### src/hw/rtl/swa_pkg.sv
// ----------------------------------------------------------------------------
// swa_pkg: shared types and constants of the stopwatch with temperature alarm
// Item kinds, register indexes, field widths and the counter cell control.
// ----------------------------------------------------------------------------
package swa_pkg;

    localparam int KIND_W   = 3;
    localparam int TEMP_W   = 12;
    localparam int CFG_W    = 12;
    localparam int CFG_IDX_W = 2;
    localparam int DIGIT_W  = 4;
    localparam int GROUP_W  = 3 * DIGIT_W;

    // item kinds carried in the input word's tuser
    localparam logic [KIND_W-1:0] KIND_TICK   = 3'd0;
    localparam logic [KIND_W-1:0] KIND_PAUSE  = 3'd1;
    localparam logic [KIND_W-1:0] KIND_RESUME = 3'd2;
    localparam logic [KIND_W-1:0] KIND_CLEAR  = 3'd3;
    localparam logic [KIND_W-1:0] KIND_SAMPLE = 3'd4;

    // configuration register indexes
    localparam logic [CFG_IDX_W-1:0] REG_ALARM_THRESHOLD  = 2'd0;
    localparam logic [CFG_IDX_W-1:0] REG_BEEP_HALF_PERIOD = 2'd1;
    localparam logic [CFG_IDX_W-1:0] REG_REFRESH_DIVIDER  = 2'd2;

    localparam logic [TEMP_W-1:0] THRESHOLD_RESET   = 12'd480;
    localparam logic [7:0]        HALF_PERIOD_RESET = 8'd5;
    localparam logic [7:0]        DIVIDER_RESET     = 8'd10;

    localparam logic [DIGIT_W-1:0] DIGIT_MAX = 4'd9;

    // control handed to a counter cell or a group of cells
    typedef struct packed {
        logic en;    // the word is accepted, commit the next value
        logic inc;   // count up by one
        logic zero;  // force to zero (clear key or wrap of the group)
    } cnt_ctrl_t;

endpackage

### src/hw/rtl/stopwatch_with_temperature_alarm_core.sv
// ----------------------------------------------------------------------------
// stopwatch_with_temperature_alarm_core: mm:ss.cc stopwatch with buzzer
// Decimal counter cells for the elapsed time, refresh and buzzer control.
// ----------------------------------------------------------------------------
// Input channel s_*: one word per event. s_tuser carries the kind (tick,
// pause, resume, clear, temperature sample), s_tdata the signed sample.
// Result channel m_*: exactly one word per input word, with the six time
// digits, the running flag, the active-low buzzer level and the refresh flag,
// all as they stand after the event.
// The result is written to the output register at the edge that takes the input
// word. One word is accepted every cycle while the receiver keeps up; the single
// output register sets that figure, and s_tready stays high while that register is
// empty or being read in the same cycle.
// When the receiver stalls, the result holds and s_tready drops until it is
// taken; no state changes meanwhile.
// Reset (aresetn low, synchronous) clears the time to 00:00.00 with the
// stopwatch running, silences the buzzer, empties the output register and
// loads the registers with threshold 480, half period 5 and divider 10.
// The cfg_* port writes a register at any edge with cfg_wr_en high.
// ----------------------------------------------------------------------------
module stopwatch_with_temperature_alarm_core
    import swa_pkg::*;
#(
    parameter int TICKS_PER_SECOND = 100,
    parameter int MINUTE_LIMIT     = 100
)(
    input  logic                 aclk,
    input  logic                 aresetn,
    // input words
    input  logic                 s_tvalid,
    output logic                 s_tready,
    input  logic [15:0]          s_tdata,   // temp_sample[11:0]
    input  logic [KIND_W-1:0]    s_tuser,   // kind[2:0]
    // result words
    output logic                 m_tvalid,
    input  logic                 m_tready,
    // minute_tens[3:0], minute_ones[7:4], second_tens[10:8], second_ones[14:11],
    // centi_tens[18:15], centi_ones[22:19], is_running[23], buzzer_pin[24],
    // refresh[25]
    output logic [31:0]          m_tdata,
    // configuration writes
    input  logic                 cfg_wr_en,
    input  logic [CFG_IDX_W-1:0] cfg_index,
    input  logic [CFG_W-1:0]     cfg_data
);

    localparam int SUB_MAX = TICKS_PER_SECOND - 1;
    localparam int MIN_MAX = MINUTE_LIMIT - 1;
    localparam logic [11:0] SUB_MAX_BCD = {4'((SUB_MAX / 100) % 10),
                                           4'((SUB_MAX / 10) % 10),
                                           4'(SUB_MAX % 10)};
    localparam logic [11:0] SEC_MAX_BCD = 12'h059;
    localparam logic [11:0] MIN_MAX_BCD = {4'((MIN_MAX / 100) % 10),
                                           4'((MIN_MAX / 10) % 10),
                                           4'(MIN_MAX % 10)};
    localparam int COUNT_W = 3 * GROUP_W;

    logic              accept;
    logic              is_tick;
    logic              is_clear;

    logic [TEMP_W-1:0] threshold_reg;
    logic [7:0]        half_period_reg;
    logic [7:0]        divider_reg;

    logic              running_reg, running_next;
    logic [7:0]        refresh_cnt_reg, refresh_cnt_next;
    logic [COUNT_W-1:0] shown_reg, shown_next;
    logic              alarm_reg, alarm_next;
    logic [7:0]        beep_cnt_reg, beep_cnt_next;
    logic              phase_reg, phase_next;
    logic              buzzer_reg, buzzer_next;
    logic              refresh_reg, refresh_next;
    logic              m_valid_reg;

    cnt_ctrl_t          sub_ctrl, sec_ctrl, min_ctrl;
    logic [GROUP_W-1:0] sub_digits, sec_digits, min_digits;
    logic [GROUP_W-1:0] sub_digits_next, sec_digits_next, min_digits_next;
    logic               sub_wrap, sec_wrap;
    logic [COUNT_W-1:0] count, count_next;

    logic [7:0]        refresh_cnt_inc, beep_cnt_inc;
    logic [7:0]        divider_eff, half_period_eff;

    assign s_tready = !m_valid_reg || m_tready;
    assign accept   = s_tvalid && s_tready;
    assign is_tick  = (s_tuser == KIND_TICK);
    assign is_clear = (s_tuser == KIND_CLEAR);

    // configuration registers
    always_ff @(posedge aclk) begin
        if (!aresetn) begin
            threshold_reg   <= THRESHOLD_RESET;
            half_period_reg <= HALF_PERIOD_RESET;
            divider_reg     <= DIVIDER_RESET;
        end else if (cfg_wr_en) begin
            case (cfg_index)
                REG_ALARM_THRESHOLD:  threshold_reg   <= cfg_data;
                REG_BEEP_HALF_PERIOD: half_period_reg <= cfg_data[7:0];
                REG_REFRESH_DIVIDER:  divider_reg     <= cfg_data[7:0];
                default: ;
            endcase
        end
    end

    // elapsed time as a row of decimal cells: centiseconds, seconds, minutes
    assign sub_ctrl = '{en: accept, inc: is_tick && running_reg, zero: is_clear};
    assign sec_ctrl = '{en: accept, inc: sub_wrap, zero: is_clear};
    assign min_ctrl = '{en: accept, inc: sec_wrap, zero: is_clear};

    swa_group #(.MAX_BCD(SUB_MAX_BCD)) u_sub (
        .aclk        (aclk),
        .aresetn     (aresetn),
        .ctrl        (sub_ctrl),
        .digits      (sub_digits),
        .digits_next (sub_digits_next),
        .wrap        (sub_wrap)
    );

    swa_group #(.MAX_BCD(SEC_MAX_BCD)) u_sec (
        .aclk        (aclk),
        .aresetn     (aresetn),
        .ctrl        (sec_ctrl),
        .digits      (sec_digits),
        .digits_next (sec_digits_next),
        .wrap        (sec_wrap)
    );

    swa_group #(.MAX_BCD(MIN_MAX_BCD)) u_min (
        .aclk        (aclk),
        .aresetn     (aresetn),
        .ctrl        (min_ctrl),
        .digits      (min_digits),
        .digits_next (min_digits_next),
        .wrap        ()
    );

    assign count      = {min_digits, sec_digits, sub_digits};
    assign count_next = {min_digits_next, sec_digits_next, sub_digits_next};

    assign divider_eff     = (divider_reg == 8'd0) ? 8'd1 : divider_reg;
    assign half_period_eff = (half_period_reg == 8'd0) ? 8'd1 : half_period_reg;
    assign refresh_cnt_inc = refresh_cnt_reg + 8'd1;
    assign beep_cnt_inc    = beep_cnt_reg + 8'd1;

    always_comb begin
        running_next     = running_reg;
        refresh_cnt_next = refresh_cnt_reg;
        shown_next       = shown_reg;
        alarm_next       = alarm_reg;
        beep_cnt_next    = beep_cnt_reg;
        phase_next       = phase_reg;
        buzzer_next      = buzzer_reg;
        refresh_next     = 1'b0;
        case (s_tuser)
            KIND_TICK: begin
                refresh_cnt_next = refresh_cnt_inc;
                if (refresh_cnt_inc >= divider_eff) begin
                    refresh_cnt_next = '0;
                    if (count_next != shown_reg) begin
                        shown_next   = count_next;
                        refresh_next = 1'b1;
                    end
                end
                if (alarm_reg) begin
                    beep_cnt_next = beep_cnt_inc;
                    if (beep_cnt_inc >= half_period_eff) begin
                        beep_cnt_next = '0;
                        phase_next    = !phase_reg;
                        buzzer_next   = !phase_reg;
                    end
                end else begin
                    beep_cnt_next = '0;
                    phase_next    = 1'b0;
                    buzzer_next   = 1'b1;
                end
            end
            KIND_PAUSE:  running_next = 1'b0;
            KIND_RESUME: running_next = 1'b1;
            KIND_CLEAR: begin
                running_next = 1'b0;
                refresh_next = 1'b1;
            end
            KIND_SAMPLE: alarm_next = $signed(s_tdata[TEMP_W-1:0]) > $signed(threshold_reg);
            default: ;
        endcase
    end

    always_ff @(posedge aclk) begin
        if (!aresetn) begin
            running_reg     <= 1'b1;
            refresh_cnt_reg <= '0;
            shown_reg       <= '0;
            alarm_reg       <= 1'b0;
            beep_cnt_reg    <= '0;
            phase_reg       <= 1'b0;
            buzzer_reg      <= 1'b1;
            refresh_reg     <= 1'b0;
        end else if (accept) begin
            running_reg     <= running_next;
            refresh_cnt_reg <= refresh_cnt_next;
            shown_reg       <= shown_next;
            alarm_reg       <= alarm_next;
            beep_cnt_reg    <= beep_cnt_next;
            phase_reg       <= phase_next;
            buzzer_reg      <= buzzer_next;
            refresh_reg     <= refresh_next;
        end
    end

    // hold the result word until taken
    always_ff @(posedge aclk) begin
        if (!aresetn) begin
            m_valid_reg <= 1'b0;
        end else if (s_tready) begin
            m_valid_reg <= s_tvalid;
        end
    end

    // the state only moves on accept, so it is the result while the word waits
    assign m_tvalid = m_valid_reg;
    assign m_tdata  = {6'd0,
                       refresh_reg,
                       buzzer_reg,
                       running_reg,
                       count[3:0],
                       count[7:4],
                       count[15:12],
                       count[18:16],
                       count[27:24],
                       count[31:28]};

endmodule

### src/hw/rtl/swa_digit.sv
// ----------------------------------------------------------------------------
// swa_digit: one decimal counter cell
// Holds one digit, counts 0..9 and hands its carry to the next cell.
// ----------------------------------------------------------------------------
module swa_digit
    import swa_pkg::*;
(
    input  logic               aclk,
    input  logic               aresetn,
    input  cnt_ctrl_t          ctrl,
    output logic [DIGIT_W-1:0] digit,
    output logic [DIGIT_W-1:0] digit_next,
    output logic               carry
);

    logic [DIGIT_W-1:0] digit_reg;

    assign digit = digit_reg;
    assign carry = ctrl.inc && (digit_reg == DIGIT_MAX);

    always_comb begin
        if (ctrl.zero) begin
            digit_next = '0;
        end else if (ctrl.inc) begin
            digit_next = (digit_reg == DIGIT_MAX) ? '0 : digit_reg + 1'b1;
        end else begin
            digit_next = digit_reg;
        end
    end

    always_ff @(posedge aclk) begin
        if (!aresetn) begin
            digit_reg <= '0;
        end else if (ctrl.en) begin
            digit_reg <= digit_next;
        end
    end

endmodule

### src/hw/rtl/swa_group.sv
// ----------------------------------------------------------------------------
// swa_group: three-digit counter of one time unit
// Chains three digit cells and wraps to zero after the value MAX_BCD.
// ----------------------------------------------------------------------------
module swa_group
    import swa_pkg::*;
#(
    parameter logic [11:0] MAX_BCD = 12'h099
)(
    input  logic               aclk,
    input  logic               aresetn,
    input  cnt_ctrl_t          ctrl,
    output logic [GROUP_W-1:0] digits,
    output logic [GROUP_W-1:0] digits_next,
    output logic               wrap
);

    cnt_ctrl_t   cell_ctrl [3];
    logic [2:0]  carry;
    logic        zero;

    // wrap when the last value of the unit is passed
    assign wrap = ctrl.inc && (digits == MAX_BCD);
    assign zero = ctrl.zero || wrap;

    for (genvar i = 0; i < 3; i++) begin : g_cell
        assign cell_ctrl[i].en   = ctrl.en;
        assign cell_ctrl[i].zero = zero;
        if (i == 0) begin : g_first
            assign cell_ctrl[i].inc = ctrl.inc;
        end else begin : g_rest
            assign cell_ctrl[i].inc = carry[i-1];
        end

        swa_digit u_digit (
            .aclk       (aclk),
            .aresetn    (aresetn),
            .ctrl       (cell_ctrl[i]),
            .digit      (digits[i*DIGIT_W +: DIGIT_W]),
            .digit_next (digits_next[i*DIGIT_W +: DIGIT_W]),
            .carry      (carry[i])
        );
    end

endmodule
### config.mk
export PLATFORM = sky130hd
export DESIGN_NAME = stopwatch_with_temperature_alarm_core
export DESIGN_NICKNAME = d
export VERILOG_FILES = /design/src/hw/rtl/swa_pkg.sv /design/src/hw/rtl/stopwatch_with_temperature_alarm_core.sv /design/src/hw/rtl/swa_digit.sv /design/src/hw/rtl/swa_group.sv
export SDC_FILE = /design/constraint.sdc
export NUM_CORES = 1
export LEC_CHECK = 0
export BUFFER_PORTS_ARGS = -buffer_cell sky130_fd_sc_hd__buf_2
export CELL_PAD_IN_SITES_DETAIL_PLACEMENT = 0
export CELL_PAD_IN_SITES_GLOBAL_PLACEMENT = 2
export CORE_ASPECT_RATIO = 2
export CORE_MARGIN = 5
export CORE_UTILIZATION = 35
export CTS_CLUSTER_SIZE = 8
export DETAILED_ROUTE_END_ITERATION = 6
export PLACE_DENSITY_LB_ADDON = 0.25
export SYNTH_ARGS = -nofsm -noshare
export SYNTH_HDL_FRONTEND = slang
export SYNTH_SLANG_ARGS = --single-unit
### constraint.sdc
create_clock -name aclk -period 4.3 [get_ports aclk]
set_input_delay 0.215 -clock aclk [delete_from_list [all_inputs] [get_ports aclk]]
set_output_delay 0.215 -clock aclk [all_outputs]
set_load 0.005 [all_outputs]
# After elaboration in Yosys (flattened, before gate mapping)
# Cells that the tools add are included.
# word_totals
inputBits	38
word_cells	125
ff_bits	122
output_inout_bits	34
# op_classes
n_mux	39
order_cmp	3
reduce_logical	31
add_sub_neg	11
eq_ne	20
# ops
op	n
$mux 4	27
$mux 8	5
$add 4x1->4 const B	9
$eq 4x4->1 const B	9
$ne 36x36->1	1
$eq 12x8->1 const B	2
$add 8x1->8 const B	2
$ge 8x8->1	2
$logic_not 8->1	2
$eq 12x7->1 const B	1
$gt 12x12->1	1
$reduce_and 2->1	6
$logic_and 1x1->1	11
$eq 3x2->1 const B	2
$mux 1	5
$logic_or 1x1->1	4
$pmux 1 s2	2
$reduce_and 4->1	1
$eq 3x1->1 const B	1
$eq 3x3->1 const B	1
$logic_not 3->1	1
$reduce_and 3->1	1
$eq 2x1->1 const B	1
$eq 2x2->1 const B	1
other kinds (5)	6

# Longest topological paths before layout
# depth
ltp_word	12
depth_mapped	16

# By module
# Synthesis repeated with hierarchy kept, for this count alone.
# unflattened
hier_cells	905
area_unflattened_um2	7507.2
# modules_own_cells
module	area_per_inst_um2	cells_per_inst	n_inst
stopwatch_with_temperature_alarm_core	4752.1	560	1
swa_digit	285.3	36	9
swa_group	62.6	7	3

# Worst setup path after synthesis
# OpenSTA, ideal clock, no wires.
# synth_timing
path_type	register -> register
startpoint	reg u_sub.g_cell[0].u_digit.digit_reg[1]
endpoint	reg shown_reg[4]
setup_ns	0.121
setup_slack_ns	0.602
required_time_ns	4.179
path_stages_with_launch	14
arrival_ns	3.577
synth_period_minus_slack_ns	3.698
cell_sequence	dfxtp_1 -> buf_6 -> or4b_1 -> buf_2 -> nor4_4 -> nand4bb_2 -> or3_1 -> or3_1 -> a21oi_2 -> xor2_1 -> nor4_1 -> a31oi_1 -> buf_6 -> mux2_4
# synth_via
elab_chain_cells	9
# synth_lines
element	line	source
start, declared	swa_digit.sv:16	logic [DIGIT_W-1:0] digit_reg;
start signal, assigned	swa_digit.sv:35	digit_reg <= digit_next;
branches (longest 9 deep; another with $add 4x1->4)	n/a	
end signal, assigned	stopwatch_with_temperature_alarm_core.sv:202	shown_reg <= shown_next;
end, declared	stopwatch_with_temperature_alarm_core.sv:68	logic [COUNT_W-1:0] shown_reg, shown_next;
# Parallel ways; which one is timed is not known.
# A chain may end at the register's enable or synchronous reset.

# Worst setup path in the final report
# layout_timing
startpoint	reg u_sub.g_cell[2].u_digit.digit_reg[0]
endpoint	reg shown_reg[2]
# layout_via
elab_chain_cells	9
# layout_lines
element	line
start, declared	swa_digit.sv:16
start signal, assigned	swa_digit.sv:35
branches (longest 9 deep; another with $add 4x1->4)	n/a
# Parallel ways; which one is timed is not known.

==> flow_summary.ini <==
[outcome]
status = completed

[floorplan]
rows = 77
fp.dieH_um = 222
fp.dieArea_sq_um = 25800
start_util_pct = 35.6
die_w_um = 116
coreArea_sq_um = 22200
num_io_pins = 72

[synth]
ys_ff_latch = 122
netlist_instances = 1031
synth-async-reset-ratio_pct = 0
ys_seq_area_share_pct = 30.9
synth-edff-count = 0
synth_warnings = 0
syn-cell-area_sq_um = 7900
ys_types = 81
ys.flop_type = dfxtp_1
synth_area_per_cell_sq_um = 7.66

[timing]
slew_violations = 0
setup_slack_ns = 0.255
period_share_pct = 94.1
final.setup.tns_ns = 0
rsz0062_at_grt = no
finalCriticalPeriod_ns = 4.05
hold_viol = 0
max_freq_ghz = 0.247
tightestPinTransition_ns = 0.971
setup_viol = 0
slew_headroom_pct = 35.0
fin_skew_ns = 0.00500

[detailed_routing]
postRouteAntennaNets = 0
drt_wl_total_mm = 25.3
viasPerCell = 5.32
dr.pass1.iters = 5
route.vias.total = 7192
drc = 0
wl_per_cell_um = 18.8
drt_iter0_drc = 347

[placed_design]
dp_slack_ns = 0.219
routabilityCongestion = 0.851
portBuffers = 61
dp_hpwl_mm = 19.1
placed_cell_area_sq_um = 8370
dpl.cell_count = 1316

[worst_hold_path]
min_to = m_tvalid$_SDFFE_PN0N_
min_path_cells = 3
min_path_type = in2reg
hp-start = s_tvalid

[cells_and_area]
design_area_sq_um = 9110
finalNonFillerCells = 1351
fillers = 2370
final_util_pct = 41.1
antenna_cells = 0
finalNetCount = 1130
largest_reg_flops = 36
area_growth_pct = 15.3
drive_gt1_share_pct = 14.4

[global_route]
grt_max_degree = 48
overflow = 0
antenna_found_initial = 0
grt_use_total_pct = 20.3
grt_pass1_vias = 7261
grt_pass1_wl_mm = 40.0

[worst_setup_path]
regToRegEndpoint = shown_reg[2]$_SDFFE_PN0P_
crit_arrival_ns = 4.36
critPathKind = reg2reg
critPathRequiredTime_ns = 4.62
reg2regPathDepth = 12
r2r_slack_ns = 0.25
r2r_start = u_sub.g_cell[2].u_digit.digit[0]$_SDFFE_PN0P_
worst-path-max-fanout = 12
critical_path.endpoint_type = flop
critPathLaunchType = flop

[cts]
tritoncts = done
numCtsBuffers = 17
cts.sinks = 122
cts_resized = 0
clk_pin_slew_worst_paths_ns = 0.06
cts_buffer_depth = 2
cts-htree-levels = 4
cts_root_buffer = clkbuf_16
clk_latency_ns = 0.44

[flow_run]
drv_cap = 0

[power]
ir_drop_mv = 0.256
powerDensity_nw_per_um2 = 341
p_leak_nw = 3.59
==> worst max-delay path, stage by stage (launching register included) <==
cell,delay (ns)
dfxtp_1,0.40
or4_1,0.69
nor4_4,0.45
buf_4,0.22
nand4_1,0.09
a21oi_1,0.38
xnor2_1,0.17
o2111ai_1,0.20
or4_4,0.55
nor3_2,0.22
a31oi_4,0.16
buf_4,0.25
mux2i_1,0.14
==> cell type report <==
cell class / instances / area, sq um / area share, %
flip-flops and latches: 122 / 2440 / 26.8
multi-input cells: 775 / 4810 / 52.9
clock buffers: 19 / 443 / 4.86
inverters: 45 / 169 / 1.85
well taps: 276 / 345 / 3.79
clock inverters: 13 / 270 / 2.97
repair buffers: 101 / 623 / 6.84
==> synth_stat cells (7+ instances only) <==
cell type / n / share of area (%)
nand3_1: 32 / 2.0
mux2i_1: 52 / 6.6
nor4bb_1: 7 / 0.89
ha_1: 30 / 4.8
nor4_1: 17 / 1.3
inv_1: 45 / 2.1
xnor2_1: 29 / 3.2
nor2_1: 83 / 3.9
nand4_1: 15 / 1.2
or3_1: 15 / 1.2
o21a_1: 10 / 0.95
nand2b_1: 10 / 0.79
nand2_1: 178 / 8.5
o21ai_0: 42 / 2.7
clkbuf_1: 47 / 2.2
a21o_1: 12 / 1.1
xor2_1: 22 / 2.4
nor2b_1: 15 / 1.2
nor3_1: 20 / 1.3
dfxtp_1: 122 / 31
buf_4: 32 / 3.0
a21oi_1: 75 / 4.8
==> worst max-delay path by stage <==
stage | start | endpoint | slack [ns] | cells after the start
after floorplan | u_sub.g_cell[0].u_digit.digit[1]$_SDFFE_PN0P_ | shown_reg[4]$_SDFFE_PN0P_ | 0.60 | 13
after global routing | u_sub.g_cell[2].u_digit.digit[0]$_SDFFE_PN0P_ | shown_reg[3]$_SDFFE_PN0P_ | 0.06 | 11
after global placement | s_tuser[0] | shown_reg[2]$_SDFFE_PN0P_ | 0.27 | 13
final | u_sub.g_cell[2].u_digit.digit[0]$_SDFFE_PN0P_ | shown_reg[2]$_SDFFE_PN0P_ | 0.25 | 12
after detailed placement | s_tuser[0] | shown_reg[16]$_SDFFE_PN0P_ | 0.22 | 13
after CTS | u_sub.g_cell[2].u_digit.digit[0]$_SDFFE_PN0P_ | shown_reg[2]$_SDFFE_PN0P_ | 0.24 | 12
==> power breakdown <==
group	total, mW	switching (mW)	internal (mW)	leakage, nW
registers	1.15	0.00718	1.14	0.986
clock network	1.77	0.554	1.21	0.343
logic	0.188	0.124	0.0633	2.26
total	3.11	0.685	2.42	3.59
==> repair_timing <==
action	in CTS	in global routing
endpoints found under the hold margin	2	0
hold buffers	2	0
setup buffers	0	1
endpoints found under the setup margin	0	17
==> per-layer routing <==
layer / track usage, % / share of wire (%)
met5: 0 / 0
met4: 8.99 / 3.4
met3: 3.46 / 2.9
met2: 39.8 / 58
met1: 19.8 / 36
==> through the flow <==
step	hold WS, ns	total power, mW
global placement	0.442	1.36
global route	0.0358	3.22
detailed placement	0.447	1.36
floorplan	0.340	1.29
CTS	0.000157	3.16
finish	0.0226	3.11
==> placed cells by master (no fill, tap or decap), drive strengths merged, types with 7 or more instances in the layout <==
cell,instances
nand3,32
clkbuf,19
a21o,12
dfxtp,122
nor2b,15
nor4,18
o21a,10
nor3,21
a21oi,76
xnor2,29
nand4,15
or3,16
ha,30
mux2i,52
nor4bb,7
bufinv,8
nand2b,10
nor2,83
buf,99
nand2,179
inv,45
xor2,22
o21ai,42
==> cells by family (layout without fill, tap and decap cells) <==
group | count (synthesis) | in the layout | synth area share (%)
compound gates | 191 | 191 | 15.0
xor+xnor | 51 | 51 | 5.66
fa+ha+maj | 30 | 30 | 4.75
buf+inv | 139 | 178 | 8.83
flops | 122 | 122 | 30.9
mux | 56 | 56 | 7.21
other cells | 1 | 6 | 0.0475
simple gates | 441 | 441 | 27.6
Power figures use the tool's default switching activity.
